## config.mk

```make
export PLATFORM = sky130hd
export DESIGN_NAME = two_reader_broadcast_fifo
export DESIGN_NICKNAME = d
export VERILOG_FILES = /design/src/design/trbf_pkg.sv /design/src/design/trbf_store.sv /design/src/design/two_reader_broadcast_fifo.sv
export SDC_FILE = /design/constraint.sdc
export NUM_CORES = 2
export LEC_CHECK = 0
export BUFFER_PORTS_ARGS = -buffer_cell sky130_fd_sc_hd__buf_2
export CAP_MARGIN = 10
export CORE_UTILIZATION = 42
export CTS_CLUSTER_DIAMETER = 200
export DETAILED_ROUTE_END_ITERATION = 8
export SYNTH_ARGS = -nofsm -noshare
export SYNTH_HDL_FRONTEND = slang
export SYNTH_HIERARCHICAL = 1
export SYNTH_SLANG_ARGS = --single-unit
```

## constraint.sdc

```tcl
create_clock -name i_clk -period 15.2 [get_ports i_clk]
set_input_delay 0.76 -clock i_clk [delete_from_list [all_inputs] [get_ports i_clk]]
set_output_delay 0.76 -clock i_clk [all_outputs]
set_load 0.005 [all_outputs]
```

## src/design/trbf_pkg.sv

```systemverilog
// Shared types and codes for the two-reader broadcast FIFO.
package trbf_pkg;

    // Default number of entries in the ring
    localparam int DEPTH_DEFAULT = 16;

    // Field widths
    localparam int ID_W     = 16;
    localparam int SAMPLE_W = 64;
    localparam int STAMP_W  = 64;
    localparam int STATUS_W = 2;

    // Command codes
    localparam logic CMD_INSERT = 1'b0;
    localparam logic CMD_READ   = 1'b1;

    // Reader select codes
    localparam logic READER_A = 1'b0;
    localparam logic READER_B = 1'b1;

    // Result status codes
    localparam logic [STATUS_W-1:0] ST_SUCCESS = 2'd0;
    localparam logic [STATUS_W-1:0] ST_NO_DATA = 2'd1;
    localparam logic [STATUS_W-1:0] ST_END     = 2'd2;
    localparam logic [STATUS_W-1:0] ST_FULL    = 2'd3;

    // One stored entry
    typedef struct packed {
        logic                marker;
        logic [ID_W-1:0]     sensor_id;
        logic [SAMPLE_W-1:0] sample_bits;
        logic [STAMP_W-1:0]  time_stamp;
    } t_record;

    // Control states
    typedef enum logic {
        S_IDLE,
        S_READ
    } t_state;

endpackage

```

## src/design/trbf_store.sv

```systemverilog
// Record memory: one write port, one registered read port.
module trbf_store #(
    parameter int DEPTH = trbf_pkg::DEPTH_DEFAULT,
    localparam int AW   = (DEPTH > 1) ? $clog2(DEPTH) : 1
) (
    input  logic             i_clk,
    input  logic             i_wr_en,
    input  logic [AW-1:0]    i_wr_addr,
    input  trbf_pkg::t_record i_wr_data,
    input  logic             i_rd_en,
    input  logic [AW-1:0]    i_rd_addr,
    output trbf_pkg::t_record o_rd_data
);

    trbf_pkg::t_record r_mem [DEPTH];
    trbf_pkg::t_record r_rd_data;

    // Write one entry
    always_ff @(posedge i_clk) begin
        if (i_wr_en) begin
            r_mem[i_wr_addr] <= i_wr_data;
        end
    end

    // Read one entry, hold the data until the next read
    always_ff @(posedge i_clk) begin
        if (i_rd_en) begin
            r_rd_data <= r_mem[i_rd_addr];
        end
    end

    assign o_rd_data = r_rd_data;

endmodule

```

## src/design/two_reader_broadcast_fifo.sv

```systemverilog
// Top level of the two-reader broadcast FIFO.
//
// Input channel (i_in_valid / o_in_stall) carries commands: insert a record
// or end-of-stream marker, or read for reader A or B. Each command yields
// exactly one result on the output channel (o_out_valid / i_out_stall):
// a status plus, for a successful read, the record's fields.
// Records sit in a ring of DEPTH entries held in one synchronous memory;
// each reader has its own pointer, and an entry is freed once both have
// passed it. Inserts into a full ring return the full status.
// An insert, or a read with nothing new, shows its result in the cycle after
// the transfer; a hitting read goes through the memory's registered read port
// and the S_READ state to the result register, and no new command is taken
// meanwhile. One insert per cycle while the receiver does not stall.
// Reset (synchronous, active low) empties the ring and drops any pending
// result; memory contents are not cleared. While the receiver stalls, the
// result register holds and new commands stall once it is occupied.
module two_reader_broadcast_fifo #(
    parameter int DEPTH = trbf_pkg::DEPTH_DEFAULT
) (
    input  logic                             i_clk,
    input  logic                             i_rst_n,
    input  logic                             i_in_valid,
    output logic                             o_in_stall,
    input  logic                             i_command,
    input  logic                             i_end_marker,
    input  logic                             i_reader,
    input  logic [trbf_pkg::ID_W-1:0]        i_sensor_id,
    input  logic [trbf_pkg::SAMPLE_W-1:0]    i_sample_bits,
    input  logic [trbf_pkg::STAMP_W-1:0]     i_time_stamp,
    output logic                             o_out_valid,
    input  logic                             i_out_stall,
    output logic [trbf_pkg::STATUS_W-1:0]    o_status,
    output logic [trbf_pkg::ID_W-1:0]        o_out_sensor_id,
    output logic [trbf_pkg::SAMPLE_W-1:0]    o_out_sample_bits,
    output logic [trbf_pkg::STAMP_W-1:0]     o_out_time_stamp
);

    localparam int AW = (DEPTH > 1) ? $clog2(DEPTH) : 1;
    localparam int PW = $clog2(2 * DEPTH);
    localparam logic [PW:0]   TWO_D   = (PW + 1)'(2 * DEPTH);
    localparam logic [PW-1:0] PTR_MAX = PW'(2 * DEPTH - 1);
    localparam logic [PW-1:0] D_PTR   = PW'(DEPTH);

    // Forward distance from p to q, modulo twice the depth
    function automatic logic [PW-1:0] f_span(input logic [PW-1:0] p,
                                             input logic [PW-1:0] q);
        logic [PW:0] t;
        if (q >= p) begin
            t = {1'b0, q} - {1'b0, p};
        end else begin
            t = {1'b0, q} + TWO_D - {1'b0, p};
        end
        return t[PW-1:0];
    endfunction

    // Advance a pointer with wrap
    function automatic logic [PW-1:0] f_next(input logic [PW-1:0] p);
        return (p == PTR_MAX) ? '0 : p + 1'b1;
    endfunction

    // Entry slot of a pointer
    function automatic logic [AW-1:0] f_slot(input logic [PW-1:0] p);
        logic [PW-1:0] s;
        s = (p >= D_PTR) ? p - D_PTR : p;
        return s[AW-1:0];
    endfunction

    trbf_pkg::t_state r_state, n_state;
    logic [PW-1:0] r_wp, n_wp;
    logic [PW-1:0] r_ptr_a, n_ptr_a;
    logic [PW-1:0] r_ptr_b, n_ptr_b;
    logic [PW-1:0] r_oldest, n_oldest;
    logic          r_out_valid, n_out_valid;
    logic [trbf_pkg::STATUS_W-1:0] r_status, n_status;
    logic [trbf_pkg::ID_W-1:0]     r_id, n_id;
    logic [trbf_pkg::SAMPLE_W-1:0] r_sample, n_sample;
    logic [trbf_pkg::STAMP_W-1:0]  r_stamp, n_stamp;

    logic              out_free;
    logic              in_accept;
    logic              full;
    logic              rd_empty;
    logic [PW-1:0]     rd_ptr;
    logic              mem_wr_en;
    logic              mem_rd_en;
    logic [AW-1:0]     mem_wr_addr;
    logic [AW-1:0]     mem_rd_addr;
    trbf_pkg::t_record mem_wr_data;
    trbf_pkg::t_record mem_rd_data;

    assign out_free   = !r_out_valid || !i_out_stall;
    assign o_in_stall = !((r_state == trbf_pkg::S_IDLE) && out_free);
    assign in_accept  = i_in_valid && !o_in_stall;
    assign full       = f_span(r_oldest, r_wp) >= D_PTR;
    assign rd_ptr     = (i_reader == trbf_pkg::READER_B) ? r_ptr_b : r_ptr_a;
    assign rd_empty   = (rd_ptr == r_wp);

    // Memory write and read requests
    assign mem_wr_en   = in_accept && (i_command == trbf_pkg::CMD_INSERT) && !full;
    assign mem_wr_addr = f_slot(r_wp);
    assign mem_wr_data = '{marker:      i_end_marker,
                           sensor_id:   i_sensor_id,
                           sample_bits: i_sample_bits,
                           time_stamp:  i_time_stamp};
    assign mem_rd_en   = in_accept && (i_command == trbf_pkg::CMD_READ) && !rd_empty;
    assign mem_rd_addr = f_slot(rd_ptr);

    trbf_store #(
        .DEPTH(DEPTH)
    ) u_store (
        .i_clk    (i_clk),
        .i_wr_en  (mem_wr_en),
        .i_wr_addr(mem_wr_addr),
        .i_wr_data(mem_wr_data),
        .i_rd_en  (mem_rd_en),
        .i_rd_addr(mem_rd_addr),
        .o_rd_data(mem_rd_data)
    );

    // Next state, pointers and result
    always_comb begin
        n_state     = r_state;
        n_wp        = r_wp;
        n_ptr_a     = r_ptr_a;
        n_ptr_b     = r_ptr_b;
        n_oldest    = r_oldest;
        n_out_valid = r_out_valid && i_out_stall;
        n_status    = r_status;
        n_id        = r_id;
        n_sample    = r_sample;
        n_stamp     = r_stamp;
        case (r_state)
            trbf_pkg::S_IDLE: begin
                if (in_accept) begin
                    if (i_command == trbf_pkg::CMD_INSERT) begin
                        n_out_valid = 1'b1;
                        n_id        = '0;
                        n_sample    = '0;
                        n_stamp     = '0;
                        if (full) begin
                            n_status = trbf_pkg::ST_FULL;
                        end else begin
                            n_status = trbf_pkg::ST_SUCCESS;
                            n_wp     = f_next(r_wp);
                        end
                    end else if (rd_empty) begin
                        n_out_valid = 1'b1;
                        n_status    = trbf_pkg::ST_NO_DATA;
                        n_id        = '0;
                        n_sample    = '0;
                        n_stamp     = '0;
                    end else begin
                        // advance the reader and recompute the slower one
                        if (i_reader == trbf_pkg::READER_B) begin
                            n_ptr_b = f_next(r_ptr_b);
                        end else begin
                            n_ptr_a = f_next(r_ptr_a);
                        end
                        if (f_span(r_oldest, n_ptr_a) < f_span(r_oldest, n_ptr_b)) begin
                            n_oldest = n_ptr_a;
                        end else begin
                            n_oldest = n_ptr_b;
                        end
                        n_state = trbf_pkg::S_READ;
                    end
                end
            end
            trbf_pkg::S_READ: begin
                // memory data is ready; hand it on once the result register frees
                if (out_free) begin
                    n_out_valid = 1'b1;
                    n_state     = trbf_pkg::S_IDLE;
                    if (mem_rd_data.marker) begin
                        n_status = trbf_pkg::ST_END;
                        n_id     = '0;
                        n_sample = '0;
                        n_stamp  = '0;
                    end else begin
                        n_status = trbf_pkg::ST_SUCCESS;
                        n_id     = mem_rd_data.sensor_id;
                        n_sample = mem_rd_data.sample_bits;
                        n_stamp  = mem_rd_data.time_stamp;
                    end
                end
            end
            default: begin
                n_state = trbf_pkg::S_IDLE;
            end
        endcase
    end

    // Control registers
    always_ff @(posedge i_clk) begin
        if (!i_rst_n) begin
            r_state     <= trbf_pkg::S_IDLE;
            r_wp        <= '0;
            r_ptr_a     <= '0;
            r_ptr_b     <= '0;
            r_oldest    <= '0;
            r_out_valid <= 1'b0;
        end else begin
            r_state     <= n_state;
            r_wp        <= n_wp;
            r_ptr_a     <= n_ptr_a;
            r_ptr_b     <= n_ptr_b;
            r_oldest    <= n_oldest;
            r_out_valid <= n_out_valid;
        end
    end

    // Result payload
    always_ff @(posedge i_clk) begin
        r_status <= n_status;
        r_id     <= n_id;
        r_sample <= n_sample;
        r_stamp  <= n_stamp;
    end

    assign o_out_valid       = r_out_valid;
    assign o_status          = r_status;
    assign o_out_sensor_id   = r_id;
    assign o_out_sample_bits = r_sample;
    assign o_out_time_stamp  = r_stamp;

`ifndef SYNTH
    a_fill_bound: assert property (@(posedge i_clk) disable iff (!i_rst_n)
        f_span(r_oldest, r_wp) <= D_PTR)
        else $error("ring holds more than DEPTH entries");

    a_readers_behind_writer: assert property (@(posedge i_clk) disable iff (!i_rst_n)
        (f_span(r_oldest, r_ptr_a) <= f_span(r_oldest, r_wp)) &&
        (f_span(r_oldest, r_ptr_b) <= f_span(r_oldest, r_wp)))
        else $error("a reader pointer passed the write pointer");

    a_full_holds_wp: assert property (@(posedge i_clk) disable iff (!i_rst_n)
        in_accept && (i_command == trbf_pkg::CMD_INSERT) && full |=> $stable(r_wp))
        else $error("write pointer moved on a refused insert");

    a_hit_goes_read: assert property (@(posedge i_clk) disable iff (!i_rst_n)
        mem_rd_en |=> (r_state == trbf_pkg::S_READ) && o_in_stall)
        else $error("memory read not followed by read state");
`endif

endmodule
```

Word-level counts from Yosys, hierarchy flattened
Memories as Yosys holds them, arrays and structs flattened. A register that Yosys moved wholly into a read port is not among the register bits.
Index checks and enable logic that the tools add are counted.
{ "word_totals": {"in_bits": 151, "wordCells": 121, "ramBits": 2320, "memories": 1, "reg_bits": 168, "out_inout_bits": 148} }
{ "memory_table": {"columns": ["name", "words", "word_bits", "rd", "rd_ports_with_merged_regs", "wr", "line_no", "source"], "rows": [
  ["u_store.r_mem", 16, 145, 1, 1, 1, "trbf_store.sv:15", "trbf_pkg::t_record r_mem [DEPTH];"]
]} }
{ "classes": {"n_eq_ne": 7, "n_reduce_logical": 16, "n_mux": 62, "bitwise_logic": 4, "n_addsub": 14, "order_cmp": 7} }
{ "op_table": {"columns": ["operator", "n"], "rows": [
  ["64-bit 2-to-1 mux", 7],
  ["64-bit case mux with 2 select lines", 2],
  ["5-bit 2-to-1 mux", 26],
  ["16-bit 2-to-1 mux", 5],
  ["16-bit case mux with 2 select lines", 1],
  ["5-bit by 1-bit adder with 5-bit output, second input constant", 6],
  ["5-bit subtractor", 6],
  ["5-bit == test, second input constant", 3],
  ["5-bit greater-or-equal comparator", 3],
  ["5-bit greater-or-equal comparator, second input constant", 3],
  ["2-bit 2-to-1 mux", 6],
  ["1-bit 2-to-1 mux", 10],
  ["4-bit 2-to-1 mux", 2],
  ["4-bit AND reduction", 2],
  ["4-bit by 1-bit subtractor with 4-bit output, second input constant", 2],
  ["1-bit logical AND", 7],
  ["5-bit == test", 1],
  ["1-bit logical NOT", 5],
  ["5-bit less-than comparator", 1],
  ["1-bit NOT", 4],
  ["1-bit case mux with 2 select lines", 2],
  ["2-bit case mux with 2 select lines", 1],
  ["3-bit != test, second input constant", 1],
  ["3-bit AND reduction", 1],
  ["3 further kinds", 3]
]} }

Depth between registers and ports, before layout
{ "logic_depth": {"ltp_word": 16, "depth_mapped": 17, "ltp_nobuf": 17} }

Modules after synthesis
Netlist, hierarchy kept.
{ "by_module_without_submodules": {"columns": ["mod", "seq_area_each_um2", "area_per_inst_um2", "cells_per_inst", "n_inst"], "rows": [
  ["trbf_store", 74021.0, 91401.4, 3786, 1],
  ["two_reader_broadcast_fifo", 4824.6, 7193.1, 522, 1]
]} }

Worst setup path after synthesis
OpenSTA, ideal clock, no wires.
{ "synth_timing": {"kind": "input port to flip-flop", "start": "input i_out_stall", "end": "memory u_store/r_mem[0][0] (netlist bit), enable pin", "cell_stages": 7, "required_ns": 14.373, "setup_time_ns": 0.827, "arrival_ns": 11.791, "path_buffers": 0, "slack_ns": 2.582, "cell_sequence": "a21oi_1 nand2_1 nor3_1 mux2i_1 inv_1 or3b_2 nor3_1"} }
{ "synth_between": {"elab_chain_cells": 8} }
{ "synth_rtl": {"columns": ["item", "line_no", "source"], "rows": [
  ["from (decl)", "two_reader_broadcast_fifo.sv:31", "input logic i_out_stall,"],
  ["1-bit logical NOT", "two_reader_broadcast_fifo.sv:91", "assign out_free = !r_out_valid || !i_out_stall;"],
  ["1-bit logical OR", "two_reader_broadcast_fifo.sv:91", null],
  ["1-bit logical AND", "two_reader_broadcast_fifo.sv:92", "assign o_in_stall = !((r_state == trbf_pkg::S_IDLE) && out_free);"],
  ["1-bit logical AND", "two_reader_broadcast_fifo.sv:93", "assign in_accept = i_in_valid && !o_in_stall;"],
  ["1-bit logical AND (2 in a row)", "two_reader_broadcast_fifo.sv:99", "assign mem_wr_en = in_accept && (i_command == trbf_pkg::CMD_INSERT) && !full;"],
  ["via mem_wr_en", "two_reader_broadcast_fifo.sv:84", "logic mem_wr_en;"],
  ["1-bit 2-to-1 mux", "trbf_store.sv:20", "if (i_wr_en) begin"],
  ["1-bit 2-to-1 mux (implied by the code)", "trbf_store.sv:21", "r_mem[i_wr_addr] <= i_wr_data;"],
  ["to (decl)", "trbf_store.sv:15", null]
]} }
The timed path passes the listed nets, and every way through them passes these cells.

Worst setup path after layout
{ "layout_timing": {"start": "register r_wp[1]", "end": "memory u_store/r_mem[0][83] (netlist bit), enable pin"} }
{ "layout_between": {"elab_chain_cells": 8, "word_cells_on_any_way": 13, "classes_between": "add/sub (4); order compare (3); mux (4); reduce/logical (2)"} }
{ "layout_rtl": {"columns": ["item", "line_no", "source"], "rows": [
  ["from (decl)", "two_reader_broadcast_fifo.sv:69", "logic [PW-1:0] r_wp, n_wp;"],
  ["from (signal assigned)", "two_reader_broadcast_fifo.sv:203", "r_wp <= n_wp;"],
  ["5-bit by 1-bit adder with 5-bit output", "two_reader_broadcast_fifo.sv:51", "t = {1'b0, q} + TWO_D - {1'b0, p};"],
  ["5-bit subtractor", "two_reader_broadcast_fifo.sv:51", null],
  ["5-bit 2-to-1 mux *", "two_reader_broadcast_fifo.sv:48", "if (q >= p) begin"],
  ["5-bit greater-or-equal comparator *", "two_reader_broadcast_fifo.sv:94", "assign full = f_span(r_oldest, r_wp) >= D_PTR;"],
  ["1-bit logical NOT *", "two_reader_broadcast_fifo.sv:99", null],
  ["1-bit logical AND *", "two_reader_broadcast_fifo.sv:99", null],
  ["via mem_wr_en", "two_reader_broadcast_fifo.sv:84", null],
  ["1-bit 2-to-1 mux *", "trbf_store.sv:20", null],
  ["1-bit 2-to-1 mux (implied by the code) *", "trbf_store.sv:21", null]
]} }
The timed path passes the listed nets; every way through them passes the cells marked *.

==> key figures <==
Outcome
  • Outcome: finished clean

STA
  • TNS Setup: 0 ns
  • Slew Viols, Final: 0
  • Slew HR: 21.37%
  • Part of the cycle the worst path needs: roughly a third
  • Clock Skew: around 0.066 ns
  • Fin crit period: a little over 5 ns
  • Fmax: a little under 200 MHz
  • Fin. Hold Viols: 0
  • Unrepaired setup endpoints after global routing: false
  • Final setup fails: 0
  • Worst Max-Slew Pin Slew: 1.179 ns

Cells and area
  • Fin nets: 4,931
  • Fraction of layout instances using a drive strength above 1: ~28%
  • Layout Cells excl Fill: 8,098
  • Layout area overhead: 14.31%
  • Final design utilization: 48.37%

Yosys
  • Mapped Area: between 0.09 and 0.1 mm²
  • Primary FF master, synth: edfxtp_1
  • Top cells by area, synth: edfxtp_1, mux4_2, a22oi_1
  • Largest area contributor in the netlist: edfxtp_1
  • Sequential cell area fraction in the yosys report: 79.97%
  • Async SR Flop Fraction: 0%
  • Netlist cell types: 51
  • Syn avg cell area: 22.89 µm²
  • Mapped Cells: approximately 4,300
  • FF+latch count, synth: around 2,600
  • Share of the synthesized area in the top cell type: roughly four fifths
  • Synth warn: 6
  • Post-synth EDFFs: roughly 2,600
  • Syn Nets: ~4,500

Worst setup path
  • Cell mode on critical path: buf_4
  • Slowest stage delay, CP: 0.88 ns
  • Crit path launch type: flop
  • Worst setup EP type: flop
  • Endpoint required time on the critical path: 15.71 ns
  • Slowest CP cell: buf_4
  • WS Path Type: reg -> reg
  • Worst path cell trace: ha_1 -> a21oi_1 -> o21ai_2 -> mux2i_1 -> inv_1 -> or3b_2 -> nor3_2 -> buf_4 -> buf_4 -> buf_4
  • WP data arrival: roughly 5.7 ns
  • Crit-path max FO: 43

CTS
  • CTS Hold Bufs: 0
  • Root buffer cell: clkbuf_16
  • Worst-path clk slew: 0.06 ns
  • Post-CTS Setup Bufs: 0
  • CTS tree: done
  • Sink Count: around 2,600
  • Post-CTS sizing: 0
  • Skew-Pair Late Insertion Delay: 0.92 ns
  • CTS max path bufs: 4
  • Clock H-tree levels: 5
  • Cts bufs inserted: around 290

Power
  • Switching share of power: a little over a quarter
  • Sw power: ~0.0050 W
  • Comb pwr share: between 10% and 20%
  • Clk pwr share: roughly a third
  • Max IR drop VDD: around 0.00015 V
  • Leak Pwr: between 30 and 40 nW
  • Sequential fraction of design power: between 40% and 50%
  • Internal power: about 0.014 W
  • Power Dens Cells: between 150 and 200 mW/mm²

Placed design
  • I/O Buffers: slightly below 300
  • DP Wirelength: around 110 mm
  • Placed cells: around 7,600
  • GP Congestion: roughly 0.7

Global route
  • Total track usage: between 20 and 25%
  • Vias in the first global route: roughly 47,000
  • Largest net degree at the start of global routing: between 100 and 150
  • Grt ovf: 0
  • Global-route wire length before repair: between 300 and 400 mm
  • Antenna violations before repair: 87

Run
  • Max-Cap Viols: 0

Routing
  • Vias post-DR: 45,870
  • Final WL: ~240 mm
  • Remaining DRCs: 0
  • Drt first pass iters: 5
  • Routed vias/inst: 5.664
  • DR iter-0 viols: 4,690
  • WL/cell: roughly 29 µm
  • DRT antenna net count: 0

Floorplan
  • Core Rows: between 150 and 200
  • Die area: 0.2367 mm²
  • Core area: 0.2330 mm²
  • Initial Utilization: approximately 42%
  • Die Ht: 486.5 µm
  • Die W: between 400 and 500 µm
  • IO Count: roughly 300

Worst hold path
  • Hold/Removal Path Class: in -> reg
==> state kept, by name, indices dropped and copies added, names as in the netlist <==
name,flops
u_store/o_rd_data,145
r_oldest,5
o_out_time_stamp,64
o_status,2
r_ptr_a,5
o_out_valid,1
o_out_sample_bits,64
r_ptr_b,5
r_wp,5
u_store/r_mem,2320
o_out_sensor_id,16
r_state,1
==> layout by cell type (no fill, tap or decap), types with 7 or more instances in the layout <==
cell type / instances
ha_1: 23
o21ai_0: 20
nor2b_1: 24
a22oi_1: 250
buf_12: 15
o221ai_1: 21
clkinv_2: 45
buf_4: 69
nor2_1: 17
a221oi_1: 15
xor2_1: 7
buf_2: 298
bufinv_16: 19
mux2i_1: 32
nand2_1: 127
clkinv_1: 50
mux4_2: 546
nor2_4: 13
clkbuf_16: 297
nand2b_1: 19
and2_1: 146
mux2_2: 62
diode_2: 18
a211oi_2: 8
edfxtp_1: 2611
clkbuf_1: 59
dfxtp_1: 22
a21oi_1: 20
inv_1: 24
==> synthesized netlist by cell type (all sizes together) (3+ instances only) <==
library cell / instances
dfxtp: 22
nor2: 32
and2: 147
nand3: 6
a21oi: 20
xnor2: 5
a211oi: 11
inv: 24
clkbuf: 84
xor2: 7
and3: 3
mux4: 546
a221oi: 15
mux2i: 32
o31ai: 4
nor2b: 31
o221ai: 21
nor3: 8
nand2b: 19
a22oi: 250
a21o: 5
o22a: 6
o2111ai: 4
ha: 23
mux2: 66
nand2: 127
buf: 139
o21ai: 22
edfxtp: 2611
==> metal layers <==
metal  GRT usage, %  share of wire (%)  vias up
li1               -                  -    19060
met1          28.11                 43    24690
met2          31.97                 48     1615
met3          4.120                7.1      451
met4          5.213                2.3       60
met5              0               0.16        -
==> stage by stage <==
step | instance area, µm² | hold WS (ns) | setup slack [ns] | total power, W
floorplan | 98590 | 0.4705 | 2.582 | 0.01153
global placement | 103900 | 0.5027 | 9.249 | 0.01263
detailed placement | 103900 | 0.5034 | 9.231 | 0.01267
CTS | 112700 | 0.1462 | 9.943 | 0.01924
global route | 112700 | 0.1743 | 9.623 | 0.01975
finish | 112700 | 0.2167 | 10.04 | 0.01902
==> kinds of logic (layout without fill, tap and decap cells) <==
logic type | Yosys count | in the layout | synth area share [%]
buffers and inverters | 247 | 887 | 1.232
other | 0 | 18 | 0
muxes | 644 | 644 | 13.55
AOI/OAI and AO/OA | 362 | 362 | 2.764
xor gates and xnor gates | 12 | 12 | 0.1066
adders and majority gates | 25 | 25 | 0.3325
DFF | 2633 | 2633 | 79.97
and+or+nand+nor | 385 | 385 | 2.044
==> worst max-delay path, delay by kind of cell (launching register included) <==
kind	cells	cell delay [ns]
buffers and inverters	4	2.44
DFF	1	0.64
adders and majority gates	1	0.33
muxes	1	0.31
AOI/OAI and AO/OA	2	0.28
and+or+nand+nor	2	0.72
==> final timing paths <==
path	start	to	slack (ns)	cells past startpoint
max	r_wp[1]	u_store/r_mem[0][83]	10.04	10
min	i_time_stamp[24]	u_store/r_mem[9][24]	0.22	1
max reg2reg	r_wp[1]	u_store/r_mem[0][83]	10.04	10
min reg2reg	u_store/o_rd_data[65]	o_out_sample_bits[1]	0.52	1
==> final cells by class <==
type                            instances  area, µm²
Sequential cell                      2633      78850
Inverter                               24      90.09
Clock buffer                          358       7681
Fill cell                           18900     120300
Timing Repair Buffer                  382       2310
Clock inverter                        123       1055
Tap cell                             3132       3919
Antenna cell                           18      45.04
Multi-Input combinational cell       1428      18760
==> power by group through the flow <==
| stage | clock (W) | sequential [W] | combinational (W) |
|---|---|---|---|
| after detailed placement | 0 | 0.00894 | 0.00374 |
| after CTS | 0.00670 | 0.00879 | 0.00375 |
| after global placement | 0 | 0.00893 | 0.00369 |
| final | 0.00656 | 0.00878 | 0.00368 |
| after global routing | 0.00696 | 0.00882 | 0.00398 |
| after floorplan | 0 | 0.00898 | 0.00255 |
No activity file was read; power rests on OpenSTA's default activity.
